### config.mk
export PLATFORM = sky130hd
export DESIGN_NAME = dpmq_seen
export DESIGN_NICKNAME = d
export VERILOG_FILES = /design/src/rtl/core/dpmq_pkg.sv /design/src/rtl/core/dpmq_seen.sv
export SDC_FILE = /design/constraint.sdc
export NUM_CORES = 2
export LEC_CHECK = 0
export BUFFER_PORTS_ARGS = -buffer_cell sky130_fd_sc_hd__buf_2
export CAP_MARGIN = 40
export CORE_MARGIN = 5
export CORE_UTILIZATION = 40
export CTS_BUF_LIST = sky130_fd_sc_hd__clkbuf_8
export DETAILED_ROUTE_END_ITERATION = 8
export PLACE_DENSITY_LB_ADDON = 0.25
export SYNTH_ARGS = -nofsm -noshare
export SYNTH_HDL_FRONTEND = slang
export SYNTH_SLANG_ARGS = --single-unit
### constraint.sdc
create_clock -name i_clk -period 4.06 [get_ports i_clk]
set_input_delay 0.609 -clock i_clk [delete_from_list [all_inputs] [get_ports i_clk]]
set_output_delay 0.609 -clock i_clk [all_outputs]
set_load 0.05 [all_outputs]
### src/rtl/core/dpmq_pkg.sv
// ----------------------------------------------------------------------------
// dpmq_pkg
// Shared constants and types for the deduplicating priority message queue.
// ----------------------------------------------------------------------------
`default_nettype none

package dpmq_pkg;

    localparam int QUEUE_DEPTH = 16;
    localparam int SEEN_DEPTH  = 32;
    localparam int QW = $clog2(QUEUE_DEPTH);
    localparam int SW = $clog2(SEEN_DEPTH);
    localparam int QCW = $clog2(QUEUE_DEPTH + 1);
    localparam int SCW = $clog2(SEEN_DEPTH + 1);

    // operation codes
    localparam logic [2:0] OP_ENQ   = 3'd0;
    localparam logic [2:0] OP_DEQ   = 3'd1;
    localparam logic [2:0] OP_PEEK  = 3'd2;
    localparam logic [2:0] OP_CLEAR = 3'd3;
    localparam logic [2:0] OP_AGE   = 3'd4;
    localparam logic [2:0] OP_STATS = 3'd5;

    // status codes
    localparam logic [2:0] ST_OK    = 3'd0;
    localparam logic [2:0] ST_LOOP  = 3'd1;
    localparam logic [2:0] ST_DUP   = 3'd2;
    localparam logic [2:0] ST_OVER  = 3'd3;
    localparam logic [2:0] ST_EMPTY = 3'd4;

    // counter indexes
    localparam logic [2:0] CNT_ENQ  = 3'd0;
    localparam logic [2:0] CNT_DEQ  = 3'd1;
    localparam logic [2:0] CNT_DUP  = 3'd2;
    localparam logic [2:0] CNT_LOOP = 3'd3;
    localparam logic [2:0] CNT_OVER = 3'd4;

    localparam logic [7:0] PRIO_TOP = 8'd255;

    typedef struct packed {
        logic [2:0]  operation;
        logic [31:0] src_id;
        logic [7:0]  ttl;
        logic        in_path;
        logic [63:0] payload;
        logic [31:0] now_ms;
    } t_req;

    typedef struct packed {
        logic [2:0]  status;
        logic [31:0] out_src_id;
        logic [7:0]  out_ttl;
        logic [63:0] out_payload;
        logic [4:0]  queue_count;
        logic [31:0] stat_value;
        logic        last;
    } t_rsp;

endpackage

`default_nettype wire

### src/rtl/core/dpmq_seen.sv
// ----------------------------------------------------------------------------
// dpmq_seen
// Seen cache memory: scanned one entry per cycle for lookup and aging; free
// entries are found from the valid bits. Valid bits live in flip-flops; data lives in a sync RAM.
// ----------------------------------------------------------------------------
`default_nettype none

module dpmq_seen
    import dpmq_pkg::*;
(
    input  wire logic              i_clk,
    input  wire logic              i_rst_n,
    // scan read
    input  wire logic [SW-1:0]     i_rd_addr,
    output logic                   o_rd_valid,
    output logic [31:0]            o_rd_sender,
    output logic [7:0]             o_rd_ttl,
    output logic [31:0]            o_rd_time,
    // write of a new record
    input  wire logic              i_wr_en,
    input  wire logic [SW-1:0]     i_wr_addr,
    input  wire logic [31:0]       i_wr_sender,
    input  wire logic [7:0]        i_wr_ttl,
    input  wire logic [31:0]       i_wr_time,
    // invalidate one, or all
    input  wire logic              i_inv_en,
    input  wire logic [SW-1:0]     i_inv_addr,
    input  wire logic              i_clr_all,
    output logic [SEEN_DEPTH-1:0]  o_valid
);

    logic [71:0]           r_mem [SEEN_DEPTH];
    logic [71:0]           r_rd;
    logic [SEEN_DEPTH-1:0] r_valid;
    logic                  r_rd_valid;

    // data RAM
    always_ff @(posedge i_clk) begin
        if (i_wr_en) begin
            r_mem[i_wr_addr] <= {i_wr_sender, i_wr_ttl, i_wr_time};
        end
        r_rd <= r_mem[i_rd_addr];
    end

    // valid bits
    always_ff @(posedge i_clk) begin
        if (!i_rst_n || i_clr_all) begin
            r_valid    <= '0;
            r_rd_valid <= 1'b0;
        end else begin
            r_rd_valid <= r_valid[i_rd_addr];
            if (i_inv_en) begin
                r_valid[i_inv_addr] <= 1'b0;
            end
            if (i_wr_en) begin
                r_valid[i_wr_addr] <= 1'b1;
            end
        end
    end

    assign o_rd_valid  = r_rd_valid;
    assign o_rd_sender = r_rd[71:40];
    assign o_rd_ttl    = r_rd[39:32];
    assign o_rd_time   = r_rd[31:0];
    assign o_valid     = r_valid;

endmodule

`default_nettype wire

After elaboration in Yosys (flattened, before gate mapping)
Memories as Yosys holds them, arrays and structs flattened. A register that Yosys moved wholly into a read port is not among the register bits.
Cells that the tools add are included.
{"block": "word_totals", "regBits": 33, "latch_bits": 0, "ram_bits": 2304, "mem_bits_ro": 0, "in_bits": 92, "out_inout_bits": 105, "elab_cells": 26, "memories": 1}
{"name": "r_mem", "depth": 32, "word_bits": 72, "rd": 1, "rd_ports_with_merged_regs": 1, "write_ports": 1, "line_no": "dpmq_seen.sv:32", "text": "logic [71:0] r_mem [SEEN_DEPTH];"}
{"block": "classes", "add_sub_neg": 0, "mul": 0, "div_mod_pow": 0, "magnitude_cmp": 5, "n_eq_ne": 0, "shifts": 0, "muxes": 11, "bitwise": 3, "n_reduce_logical": 4}
{"operator": "$mux 32", "count": 3}
{"operator": "$and 32x32->32", "count": 1}
{"operator": "$not 32->32", "count": 1}
{"operator": "$or 32x32->32", "count": 1}
{"operator": "$lt 5x6->1 const B", "count": 3}
{"operator": "$demux 1 s5", "count": 2}
{"operator": "$ge 5x1->1 const B", "count": 2}
{"operator": "$bmux 1 s5", "count": 1}
{"operator": "$mux 1", "count": 5}
{"operator": "$logic_and 1x1->1", "count": 2}
{"operator": "$logic_not 1->1", "count": 1}
{"operator": "$logic_or 1x1->1", "count": 1}

Longest topological paths before layout
{"block": "depth", "depth_word": 10, "ltp_mapped": 8, "mapped_depth_nobuf": 4}

Worst setup path before layout
Ideal clock, no wire load.
{"block": "synth_timing", "path_type": "input-to-reg", "start": "input port i_wr_addr[0]", "end": "memory r_mem[0][0] (enable)", "setup_time_ns": 0.426, "arrival_ns": 2.699, "path_slack_ns": 0.936, "path_stages": 3, "n_path_buf": 0, "path_cell_list": "nor3b_1 > nand2_1 > inv_1"}
{"element": "start: declaration", "line_no": "dpmq_seen.sv:21", "text": "input wire logic [SW-1:0] i_wr_addr,"}
{"element": "end: declaration", "line_no": "dpmq_seen.sv:32"}
No word-level cell before the write port.

Worst setup path after layout
{"block": "layout_timing", "start": "register r_rd[5] (read register of r_mem)", "end": "output port o_rd_time[5]"}
{"element": "start: declaration", "line_no": "dpmq_seen.sv:33", "text": "logic [71:0] r_rd;"}
{"element": "end: declaration", "line_no": "dpmq_seen.sv:18", "text": "output logic [31:0] o_rd_time,"}
No word-level cell between the ends.

==> results.md <==
* Outcome: complete, no violations
* Tcrit/Tclk final at 61.7%
* Largest net degree at the start of global routing at 73
* Syn Nets at 3,765
* Vias in the first global route at 44,600
* Die X at 485 µm
* Fin. Hold Viols at 0
* Final ANT Viol Nets at 0
* Highest clock rate at 399 MHz
* Post-synth top flop: edfxtp_1
* CTS Buffer Depth at 4
* Setup CP Type: register to output port
* CTS clk-pin slew, worst paths at 70 ps
* Worst setup EP type: output port
* Worst EP arrival at 1900 ps
* Initial DRT Pass Iterations at 5
* Core Rows at 174
* Min cycle time layout at 2500 ps
* Port-buffer cells at 196
* CP max-delay cell: dfxtp_1
* Clk_lat worst skew at 1080 ps
* Cell leakage power at 0.0339 µW
* Max-slew violation count at 0
* Post-synth ARST share at 0%
* Distinct cell type count after synthesis at 37
* CP max FO at 1
* Peak VDD IR at 0.346 mV
* CP Launch Type: register
* Critical path depth in cells at 1
* # DRC at 0
* WP data required at 3450 ps
* Seq/Total Area, Yosys at 78.9%
* CTS Buf Count at 401
* CTS root buf: clkbuf_8
* Die span in y at 485 µm
* Post-Syn Area per Cell at 24.6 µm²
* Via count at 42,400
* Cell count of the worst reg-to-reg path at 3
* Die area at 235,000 µm²
* Cell family with most CP delay: flip-flops
* Layout cell share with drive strength beyond 1 at 35.8%
* Reg2reg setup slack at 2250 ps
* First-pass GRT wire length at 332,000 µm
* Design area at 105,000 µm²
* Setup_tns at 0 ps
* Number of gates resized after CTS at 0
* DP Cell Count at 6,855
* YS warnings at 0
* DR iter-0 viols at 3,801
* Worst Skew at 50.0 ps
* CTS tree: done
* I/O pin cnt at 197
* Initial Utilization at 40.2%
* Nets@finish at 4,436
* CP max stage delay at 510 ps
* Vias per cell at 5.53
* Gpl congestion at 0.771
* Core area at 225,000 µm²
* Mapped Area at 90,300 µm²
* Slew @ Worst Pin at 893 ps
* Hold Path End: o_valid[2]
* Final setup violation count at 0
* Post-DR wirelength/cell at 30.3 µm
* CTS sink cnt at 2,409
* DP HPWL at 123,000 µm
* Count leader, synth: edfxtp_1
* Synthesized flop and latch total at 2,409
* Pwr/cell area at 483 nW/µm²
* Post-synth EDFFs at 2,304
* Cell taking the most area after synthesis: edfxtp_1
* Worst min-delay path startpoint: i_wr_addr[3]
* Post-Syn Instances at 3,673
* Antenna violations before repair at 27
* Unrepaired setup endpoints after global routing: no
* CP Cell Sequence: buf_2
* Worst slew margin at 40.5%
* Reg-to-Reg End: r_rd[44]
* Area share of the largest cell type after synthesis at 76.6%
* FF-to-FF Start: r_mem[2][44]
* Final WL at 233,000 µm
* H-tree Lvls at 5
* Hold-critical path depth at 4
* Synth area leaders: edfxtp_1 77%, mux4_2 17%, dfxtp_1 2.3%
* List of most frequent post-synthesis cells: 2,304 x edfxtp_1, 667 x mux4_2, 105 x dfxtp_1, 85 x clkbuf_1, 83 x mux2i_1
* Hold Path Class: primary input to register
* Crit path buf inv count at 1
* Layout Cells excl Fill at 7,669
* Critical path origin: r_rd[5]
* Gr usage total at 19.6%
* Max cap viols at 0
* Area delta synth->final at 16.2%
* Placed Area at 96,600 µm²
* Gr ovfl total at 0
## power by group
group | internal [µW] | switching [µW] | leakage [µW]
Clock | 10600 | 9500 | 0.00436
Sequential | 27600 | 161 | 0.0216
Combinational | 1130 | 1710 | 0.00794
## registers in the layout, summed over array words and instances, names as in the netlist
| register | cells |
|---|---|
| o_rd_valid | 1 |
| o_valid | 32 |
| r_mem | 2304 |
| r_rd | 72 |
## cells in the final DEF (no fill, tap or decap), types with 7 or more instances in the layout
cell type,count
dfxtp_1,105
clkinvlp_4,8
buf_2,191
inv_1,135
clkbuf_8,442
bufinv_16,10
clkinv_1,74
buf_4,109
edfxtp_1,2304
inv_6,34
dlygate4sd3_1,78
mux2i_1,83
nand2_1,40
mux4_2,667
mux2_2,75
a21oi_1,32
clkinv_2,48
a221oi_1,20
o22ai_1,31
nor2_1,7
o21ai_0,32
diode_2,15
buf_12,72
a21o_1,11
## final cells by class
type                       instances  area, µm²
multi-input combinational       1044      18000
sequential                      2409      71300
clock inverter                   279       1430
antenna                           15       37.5
fill                           18600     120000
inverter                          33        284
clock buffer                     442       6080
tap                             2992       3740
timing repair buffer             455       4060
## what timing repair did
item	CTS	global route
setup buffers	0	0
hold endpoints to repair	2040	0
hold buffers	78	0
## worst max-delay path by stage
stage / endpoint / slack (ps)
after floorplan: r_mem[0][0] / 940
after global placement: r_rd[44] / 870
after detailed placement: r_rd[44] / 850
after CTS: o_rd_time[5] / 1370
after global routing: o_rd_sender[29] / 1430
final: o_rd_time[5] / 1560
## kinds of logic (layout without fill, tap and decap cells)
kind of cell    Yosys count  in the layout  share of synthesized area [%]
other cells               0             15                              0
flops                  2409           2409                           78.9
compound gates          140            140                          0.989
mux                     825            825                           18.5
buf+inv                 220           1209                           1.15
simple gates             79             79                          0.425
## metal layers
layer  GRT usage (%)  share of wire (%)  vias up
met5               0              0.032        -
met2            33.0                 51     1489
met3            3.13                5.5      389
li1                -                  -    17300
met4            5.13                2.2       12
met1            26.8                 41    23200
## stage by stage
stage	util, %	setup slack, ps	power [µW]	hold WS [ps]
after detailed placement	43.0	853	31100	485
after global routing	46.7	1430	52600	63.4
final	46.7	1560	50700	143
after global placement	43.0	872	31100	486
after floorplan	-	936	29900	708
after CTS	46.7	1370	51300	3.69
## worst register-to-register path, delay by kind of cell, from the launching register on
family	cells	cell delay (ps)
multiplexers	3	1290
flip-flops	1	400
No activity file was read; power rests on OpenSTA's default activity.
