===== src/rtl/core/dpmq_pkg.sv =====
// ----------------------------------------------------------------------------
// dpmq_pkg
// Shared constants and types for the deduplicating priority message queue.
// ----------------------------------------------------------------------------
`default_nettype none

package dpmq_pkg;

    localparam int QUEUE_DEPTH = 16;
    localparam int SEEN_DEPTH  = 32;
    localparam int QW = $clog2(QUEUE_DEPTH);
    localparam int SW = $clog2(SEEN_DEPTH);
    localparam int QCW = $clog2(QUEUE_DEPTH + 1);
    localparam int SCW = $clog2(SEEN_DEPTH + 1);

    // operation codes
    localparam logic [2:0] OP_ENQ   = 3'd0;
    localparam logic [2:0] OP_DEQ   = 3'd1;
    localparam logic [2:0] OP_PEEK  = 3'd2;
    localparam logic [2:0] OP_CLEAR = 3'd3;
    localparam logic [2:0] OP_AGE   = 3'd4;
    localparam logic [2:0] OP_STATS = 3'd5;

    // status codes
    localparam logic [2:0] ST_OK    = 3'd0;
    localparam logic [2:0] ST_LOOP  = 3'd1;
    localparam logic [2:0] ST_DUP   = 3'd2;
    localparam logic [2:0] ST_OVER  = 3'd3;
    localparam logic [2:0] ST_EMPTY = 3'd4;

    // counter indexes
    localparam logic [2:0] CNT_ENQ  = 3'd0;
    localparam logic [2:0] CNT_DEQ  = 3'd1;
    localparam logic [2:0] CNT_DUP  = 3'd2;
    localparam logic [2:0] CNT_LOOP = 3'd3;
    localparam logic [2:0] CNT_OVER = 3'd4;

    localparam logic [7:0] PRIO_TOP = 8'd255;

    typedef struct packed {
        logic [2:0]  operation;
        logic [31:0] src_id;
        logic [7:0]  ttl;
        logic        in_path;
        logic [63:0] payload;
        logic [31:0] now_ms;
    } t_req;

    typedef struct packed {
        logic [2:0]  status;
        logic [31:0] out_src_id;
        logic [7:0]  out_ttl;
        logic [63:0] out_payload;
        logic [4:0]  queue_count;
        logic [31:0] stat_value;
        logic        last;
    } t_rsp;

endpackage

`default_nettype wire


===== src/rtl/core/dpmq_slots.sv =====
// ----------------------------------------------------------------------------
// dpmq_slots
// Queue slot memory: valid bits in flip-flops, message data in a sync RAM.
// ----------------------------------------------------------------------------
`default_nettype none

module dpmq_slots
    import dpmq_pkg::*;
(
    input  wire logic               i_clk,
    input  wire logic               i_rst_n,
    input  wire logic [QW-1:0]      i_rd_addr,
    output logic [31:0]             o_rd_sender,
    output logic [7:0]              o_rd_ttl,
    output logic [63:0]             o_rd_body,
    input  wire logic               i_wr_en,
    input  wire logic [QW-1:0]      i_wr_addr,
    input  wire logic [31:0]        i_wr_sender,
    input  wire logic [7:0]         i_wr_ttl,
    input  wire logic [63:0]        i_wr_body,
    input  wire logic               i_inv_en,
    input  wire logic [QW-1:0]      i_inv_addr,
    input  wire logic               i_clr_all,
    output logic [QUEUE_DEPTH-1:0]  o_valid
);

    logic [103:0]           r_mem [QUEUE_DEPTH];
    logic [103:0]           r_rd;
    logic [QUEUE_DEPTH-1:0] r_valid;

    // data RAM
    always_ff @(posedge i_clk) begin
        if (i_wr_en) begin
            r_mem[i_wr_addr] <= {i_wr_sender, i_wr_ttl, i_wr_body};
        end
        r_rd <= r_mem[i_rd_addr];
    end

    // valid bits
    always_ff @(posedge i_clk) begin
        if (!i_rst_n || i_clr_all) begin
            r_valid <= '0;
        end else begin
            if (i_inv_en) begin
                r_valid[i_inv_addr] <= 1'b0;
            end
            if (i_wr_en) begin
                r_valid[i_wr_addr] <= 1'b1;
            end
        end
    end

    assign o_rd_sender = r_rd[103:72];
    assign o_rd_ttl    = r_rd[71:64];
    assign o_rd_body   = r_rd[63:0];
    assign o_valid     = r_valid;

endmodule

`default_nettype wire


===== config.mk =====
export PLATFORM = sky130hd
export DESIGN_NAME = dpmq_slots
export DESIGN_NICKNAME = d
export VERILOG_FILES = /design/src/rtl/core/dpmq_pkg.sv /design/src/rtl/core/dpmq_slots.sv
export SDC_FILE = /design/constraint.sdc
export NUM_CORES = 1
export LEC_CHECK = 0
export BUFFER_PORTS_ARGS = -buffer_cell sky130_fd_sc_hd__buf_2
export CORE_UTILIZATION = 60
export CTS_CLUSTER_SIZE = 28
export DETAILED_ROUTE_END_ITERATION = 16
export HOLD_SLACK_MARGIN = 0.12
export PLACE_DENSITY = 0.78
export SETUP_SLACK_MARGIN = 0.5
export SYNTH_ARGS = -nofsm -noshare
export SYNTH_HDL_FRONTEND = slang
export SYNTH_SLANG_ARGS = --single-unit

===== constraint.sdc =====
create_clock -name i_clk -period 4.7 [get_ports i_clk]
set_clock_uncertainty 0.1 [all_clocks]
set_input_delay 0.47 -clock i_clk [delete_from_list [all_inputs] [get_ports i_clk]]
set_output_delay 0.47 -clock i_clk [all_outputs]
set_load 0.005 [all_outputs]

== Word level (Yosys, flattened, before mapping) ==
Memories as Yosys holds them, arrays and structs flattened. A register that Yosys moved wholly into a read port is not among the register bits.
Index checks and enable logic that the tools add are counted.
Cells by class
  add/sub/neg operators: 0
  multipliers: 0
  divide/modulo/power cells: 0
  order comparisons: 4
  eq/ne operators: 0
  shift operators: 0
  muxes and demuxes: 9
  bitwise operators: 3
  reduce and logical (&&, ||, !) cells: 4
Operators with widths (count)
  two-way mux 16 bit: 3
  bitwise AND 16 bit: 1
  NOT 16 bit: 1
  OR 16 bit: 1
  < comparator 4 x 5 -> 1 bit, second input constant: 2
  demux 1 bit (select 4 bit): 2
  >= comparator 4 x 1 -> 1 bit, second input constant: 2
  two-way mux 1 bit: 4
  logical AND 1 bit: 2
  zero test 1 bit: 1
  logical OR 1 bit: 1
Word-level totals
  register bits: 16
  bits in latches: 0
  memory bits (writable): 1664
  memory bits (read-only): 0
  output and inout port bits: 120
  word-level logic and storage cells: 22
  memories: 1
Memories
  r_mem: words 16, bits a word 104, rd ports 1, clocked after Yosys merged registers in 1, write ports 1, line dpmq_slots.sv:27  | logic [103:0] r_mem [QUEUE_DEPTH];

== Longest topological paths before layout ==
  depth after elaboration: 10
  gate-level depth with buffers: 6
  gate-level depth less buffers: 3

== Worst setup path after synthesis ==
OpenSTA, ideal clock, no wires.
  path type: input -> register
  from: input port i_wr_addr[3]
  to: memory r_mem[11][0] (enable)
  setup time: 0.457 ns
  data arrival time: 3.175 ns
  data required time: 4.143 ns
  setup slack: 0.968 ns
  stages on the path: 4
  buffers on the path: 1
  cells stage by stage: clkbuf_1 > nand2_1 > or3_1 > inv_1
RTL lines
  start: declaration: line dpmq_slots.sv:17  | input wire logic [QW-1:0] i_wr_addr,
  end: declaration: line dpmq_slots.sv:27
Straight into the memory's write port.

== Worst setup path in the final report ==
  from: input port i_wr_addr[2]
  to: memory r_mem[7][60] (enable)
Straight into the memory's write port.

==> flow_metrics.py <==
metrics = {
    "die": {
        "die_x_um": 331,
        "design.core.area_um2": 107000,
        "die-area_um2": 110000,
        "initial_core_utilization_pct": 60.6,
        "io-pin-count": 241,
        "core.rowCount": 120,
        "die_height_um": 331,
    },
    "clocking": {
        "cts.repair_timing.setup_buffer_count": 0,
        "clk_pin_slew_worst_paths_ps": 60,
        "clkSinkCount": 1784,
        "clk_root_buffer_cell": "clkbuf_16",
        "tritoncts.num_buffers": 169,
        "tritoncts": "done",
        "clk_path_buf_depth": 3,
        "clock_insertion_delay_worst_skew_ps": 780,
        "cts-htree-levels": 4,
    },
    "grt": {
        "track_usage_pct": 27.7,
        "antenna_found_initial": 9,
        "grt_pass1_vias": 32908,
        "grt_pass1_wl_um": 215000,
        "grt.overflow.total": 0,
        "grt_max_degree": 110,
    },
    "power": {
        "total_switching_power_mw": 6.76,
        "power.density_nw_per_um2": 439,
        "vdd.ir_drop.worst_mv": 0.389,
        "intPower_mw": 26.0,
        "design_power_total_mw": 32.8,
        "p_sw_share_pct": 20.6,
        "power.clock.fraction_pct": 40.5,
        "power_frac_comb_pct": 4.9,
        "power.sequential.fraction_pct": 54.6,
        "power.static_leakage_nw": 24.3,
    },
    "setup_path": {
        "critPathCaptureType": "flip-flop",
        "startpoint": "i_wr_addr[2]",
        "setup.reg_to_reg.worst_slack_ps": 2820,
        "timing.critical_path.cells": "dlygate4sd3_1 -> buf_2 -> nand3_1 -> dlygate4sd3_1 -> or2_2 -> inv_6 -> buf_4",
        "r2r.worst_path.cells": 4,
        "rr_endpoint": "o_valid[13]$_SDFF_PP0_",
        "timing.critical_path.from_type": "input port",
        "r2r-start": "o_valid[13]$_SDFF_PP0_",
        "data_arrival_critical_path_ps": 3480,
        "cp_max_fo": 65,
        "critical-path-slowest-cell": "inv_6",
        "cp_data_required_time_ps": 5030,
        "cpPeakStageDelay_ps": 650,
        "worst_path_most_repeated_cell": "dlygate4sd3_1",
        "critPathCapture": "r_mem[7][60]$_DFFE_PP_",
        "worstPathBufferInverterCount": 5,
        "critPathTopFamily": "buffers and inverters",
        "worstSetupPathDepth": 7,
        "timing.setup.critical_path_class": "input port to flip-flop",
    },
    "placement": {
        "dp_slack_ps": 1750,
        "io_buffers": 240,
        "gp_routability_congestion": 0.803,
        "dp_hpwl_um": 72000,
    },
    "drt": {
        "detailroute.wirelength.met2_um": 75300,
        "route.final.wire_length_um": 148000,
        "wl_met1_um": 55700,
        "drc": 0,
        "final_antenna_net_count": 0,
        "dr_total_vias": 31325,
        "viasPerCell": 6.59,
        "met3WireLength_um": 13100,
        "drt_iter0_drc": 3868,
        "top_layer": "met5",
        "drt-wirelength-per-cell_um": 31.3,
        "drt_pre_antenna_iters": 6,
    },
    "timing": {
        "period_minus_slack_ps": 3150,
        "timing.slew.headroom_pct": 22.7,
        "finalSetupViolCount": 0,
        "finalMaxSlewViolations": 0,
        "tightest_slew_ps": 1160,
        "accumulated_negative_setup_slack_ps": 0,
        "fmax_ghz": 0.317,
        "post-route-worst-setup-slack_ps": 1550,
        "unrepaired_setup_endpoints_after_global_routing": "false",
        "post-route-period-util_pct": 67.1,
        "final_hold_viol_count": 0,
    },
    "layout": {
        "final_cell_mix": "1664 x edfxtp_1, 416 x mux4_2, 238 x buf_2",
        "final_common_cell": "edfxtp_1",
        "fillCellCount": 6091,
        "final_nets": 3322,
        "post_route_cells_drive_above_1_share_pct": 29.5,
        "areaGrowthSynthToFinish_pct": 15.1,
    },
    "yosys": {
        "seq_total_area_yosys_pct": 80.7,
        "synth.cell_area_um2": 64900,
        "post_synth_inst_count": 2744,
        "synth_nets": 2865,
        "yosys_warnings": 0,
        "synth.lib_cells_used.distinct": 26,
        "synth.avg_cell_area_um2": 23.7,
        "ys_ff_latch": 1784,
    },
    "worst_hold_path": {
        "timing.hold.worst.class": "input port to flip-flop",
        "worst_hold_startpoint": "i_wr_addr[0]",
        "whs_path_depth": 4,
    },
    "run": {
        "timing.max_cap.violations": 0,
    },
    "status": {
        "run_status": "complete, no violations",
    },
}
[cell type report]
class / instances / area [um2] / area share, %
well taps: 1403 / 1760 / 2.35
clock inverters: 77 / 641 / 0.857
clock buffers: 240 / 4770 / 6.39
multi-input cells: 800 / 11800 / 15.7
repair buffers: 429 / 3270 / 4.38
flip-flops and latches: 1784 / 52400 / 70.1
inverters: 17 / 144 / 0.193
diodes: 1 / 2.50 / 0.00335
[state kept, by name, summed over array words and instances, names as in the netlist]
| register | flops |
|---|---|
| r_mem | 1664 |
| o_valid | 16 |
| r_rd | 104 |
[timing repair]
item	4_1_cts	5_1_grt
gates resized for setup	0	0
endpoints found under the hold margin	1680	0
hold buffers	122	0
[Yosys cell counts]
| master | count | area, um2 |
|---|---|---|
| edfxtp_1 | 1664 | 50000 |
| mux4_2 | 416 | 9370 |
| a22oi_1 | 208 | 1560 |
| dfxtp_1 | 120 | 2400 |
| nand2_1 | 107 | 402 |
| clkbuf_1 | 76 | 285 |
| buf_2 | 28 | 140 |
| buf_6 | 24 | 270 |
| inv_1 | 17 | 63.8 |
| a21oi_1 | 16 | 80.1 |
| o21ai_0 | 14 | 70.1 |
| buf_1 | 11 | 41.3 |
| nand2b_1 | 7 | 43.8 |
| or3_1 | 7 | 43.8 |
| nand3_1 | 5 | 25.0 |
| buf_4 | 4 | 30.0 |
| or2_2 | 4 | 25.0 |
| nand3b_1 | 3 | 22.5 |
| nor2b_1 | 3 | 18.8 |
| nand4b_1 | 2 | 17.5 |
| nor2_1 | 2 | 7.51 |
| o31ai_1 | 2 | 15.0 |
| and2_1 | 1 | 6.26 |
| nand4_1 | 1 | 6.26 |
| or3b_2 | 1 | 8.76 |
| or4_1 | 1 | 7.51 |
[cells by family (layout without fill, tap and decap cells)]
| logic type | Yosys count | after routing | share of synthesized area [%] |
|---|---|---|---|
| buffers and inverters | 160 | 763 | 1.28 |
| and+or+nand+nor | 144 | 144 | 0.977 |
| AOI/OAI and AO/OA | 240 | 240 | 2.66 |
| muxes | 416 | 416 | 14.4 |
| other | 0 | 1 | 0 |
| DFF | 1784 | 1784 | 80.7 |
[per-layer routing]
layer / vias to the layer above / track usage (%)
met5: - / 0
met4: 10 / 9.58
met3: 296 / 4.78
met2: 1914 / 45.7
met1: 16492 / 38.0
li1: 12613 / -
[tightest hold or removal path, delay by kind of cell]
kind / cells / cell delay (ps)
compound gates: 1 / 90
buf+inv: 1 / 140
simple gates: 2 / 310
[power groups by stage]
stage | Sequential [mW] | Clock (mW) | Combinational, mW
after floorplan | 18.2 | 0 | 0.847
after global placement | 18.2 | 0 | 1.45
after detailed placement | 18.2 | 0 | 1.50
after CTS | 17.9 | 13.4 | 1.61
after global routing | 17.9 | 14.0 | 1.71
final | 17.9 | 13.3 | 1.60
[worst min path at each step]
| stage | end | slack [ps] |
|---|---|---|
| after floorplan | o_valid[12]$_SDFF_PP0_ | 360 |
| after global placement | o_valid[13]$_SDFF_PP0_ | 360 |
| after detailed placement | o_valid[13]$_SDFF_PP0_ | 370 |
| after CTS | o_valid[9]$_SDFF_PP0_ | 120 |
| after global routing | o_valid[9]$_SDFF_PP0_ | 200 |
| final | o_valid[9]$_SDFF_PP0_ | 180 |
[stage by stage]
stage	hold WS, ps	cell area [um2]	util [%]	cells
after floorplan	365	64900	-	2744
after detailed placement	374	68100	63.5	4311
after global routing	198	74700	69.7	4751
after CTS	123	74700	69.7	4750
after global placement	364	68100	63.5	4311
final	180	74700	69.7	4751
Power figures use the tool's default switching activity.
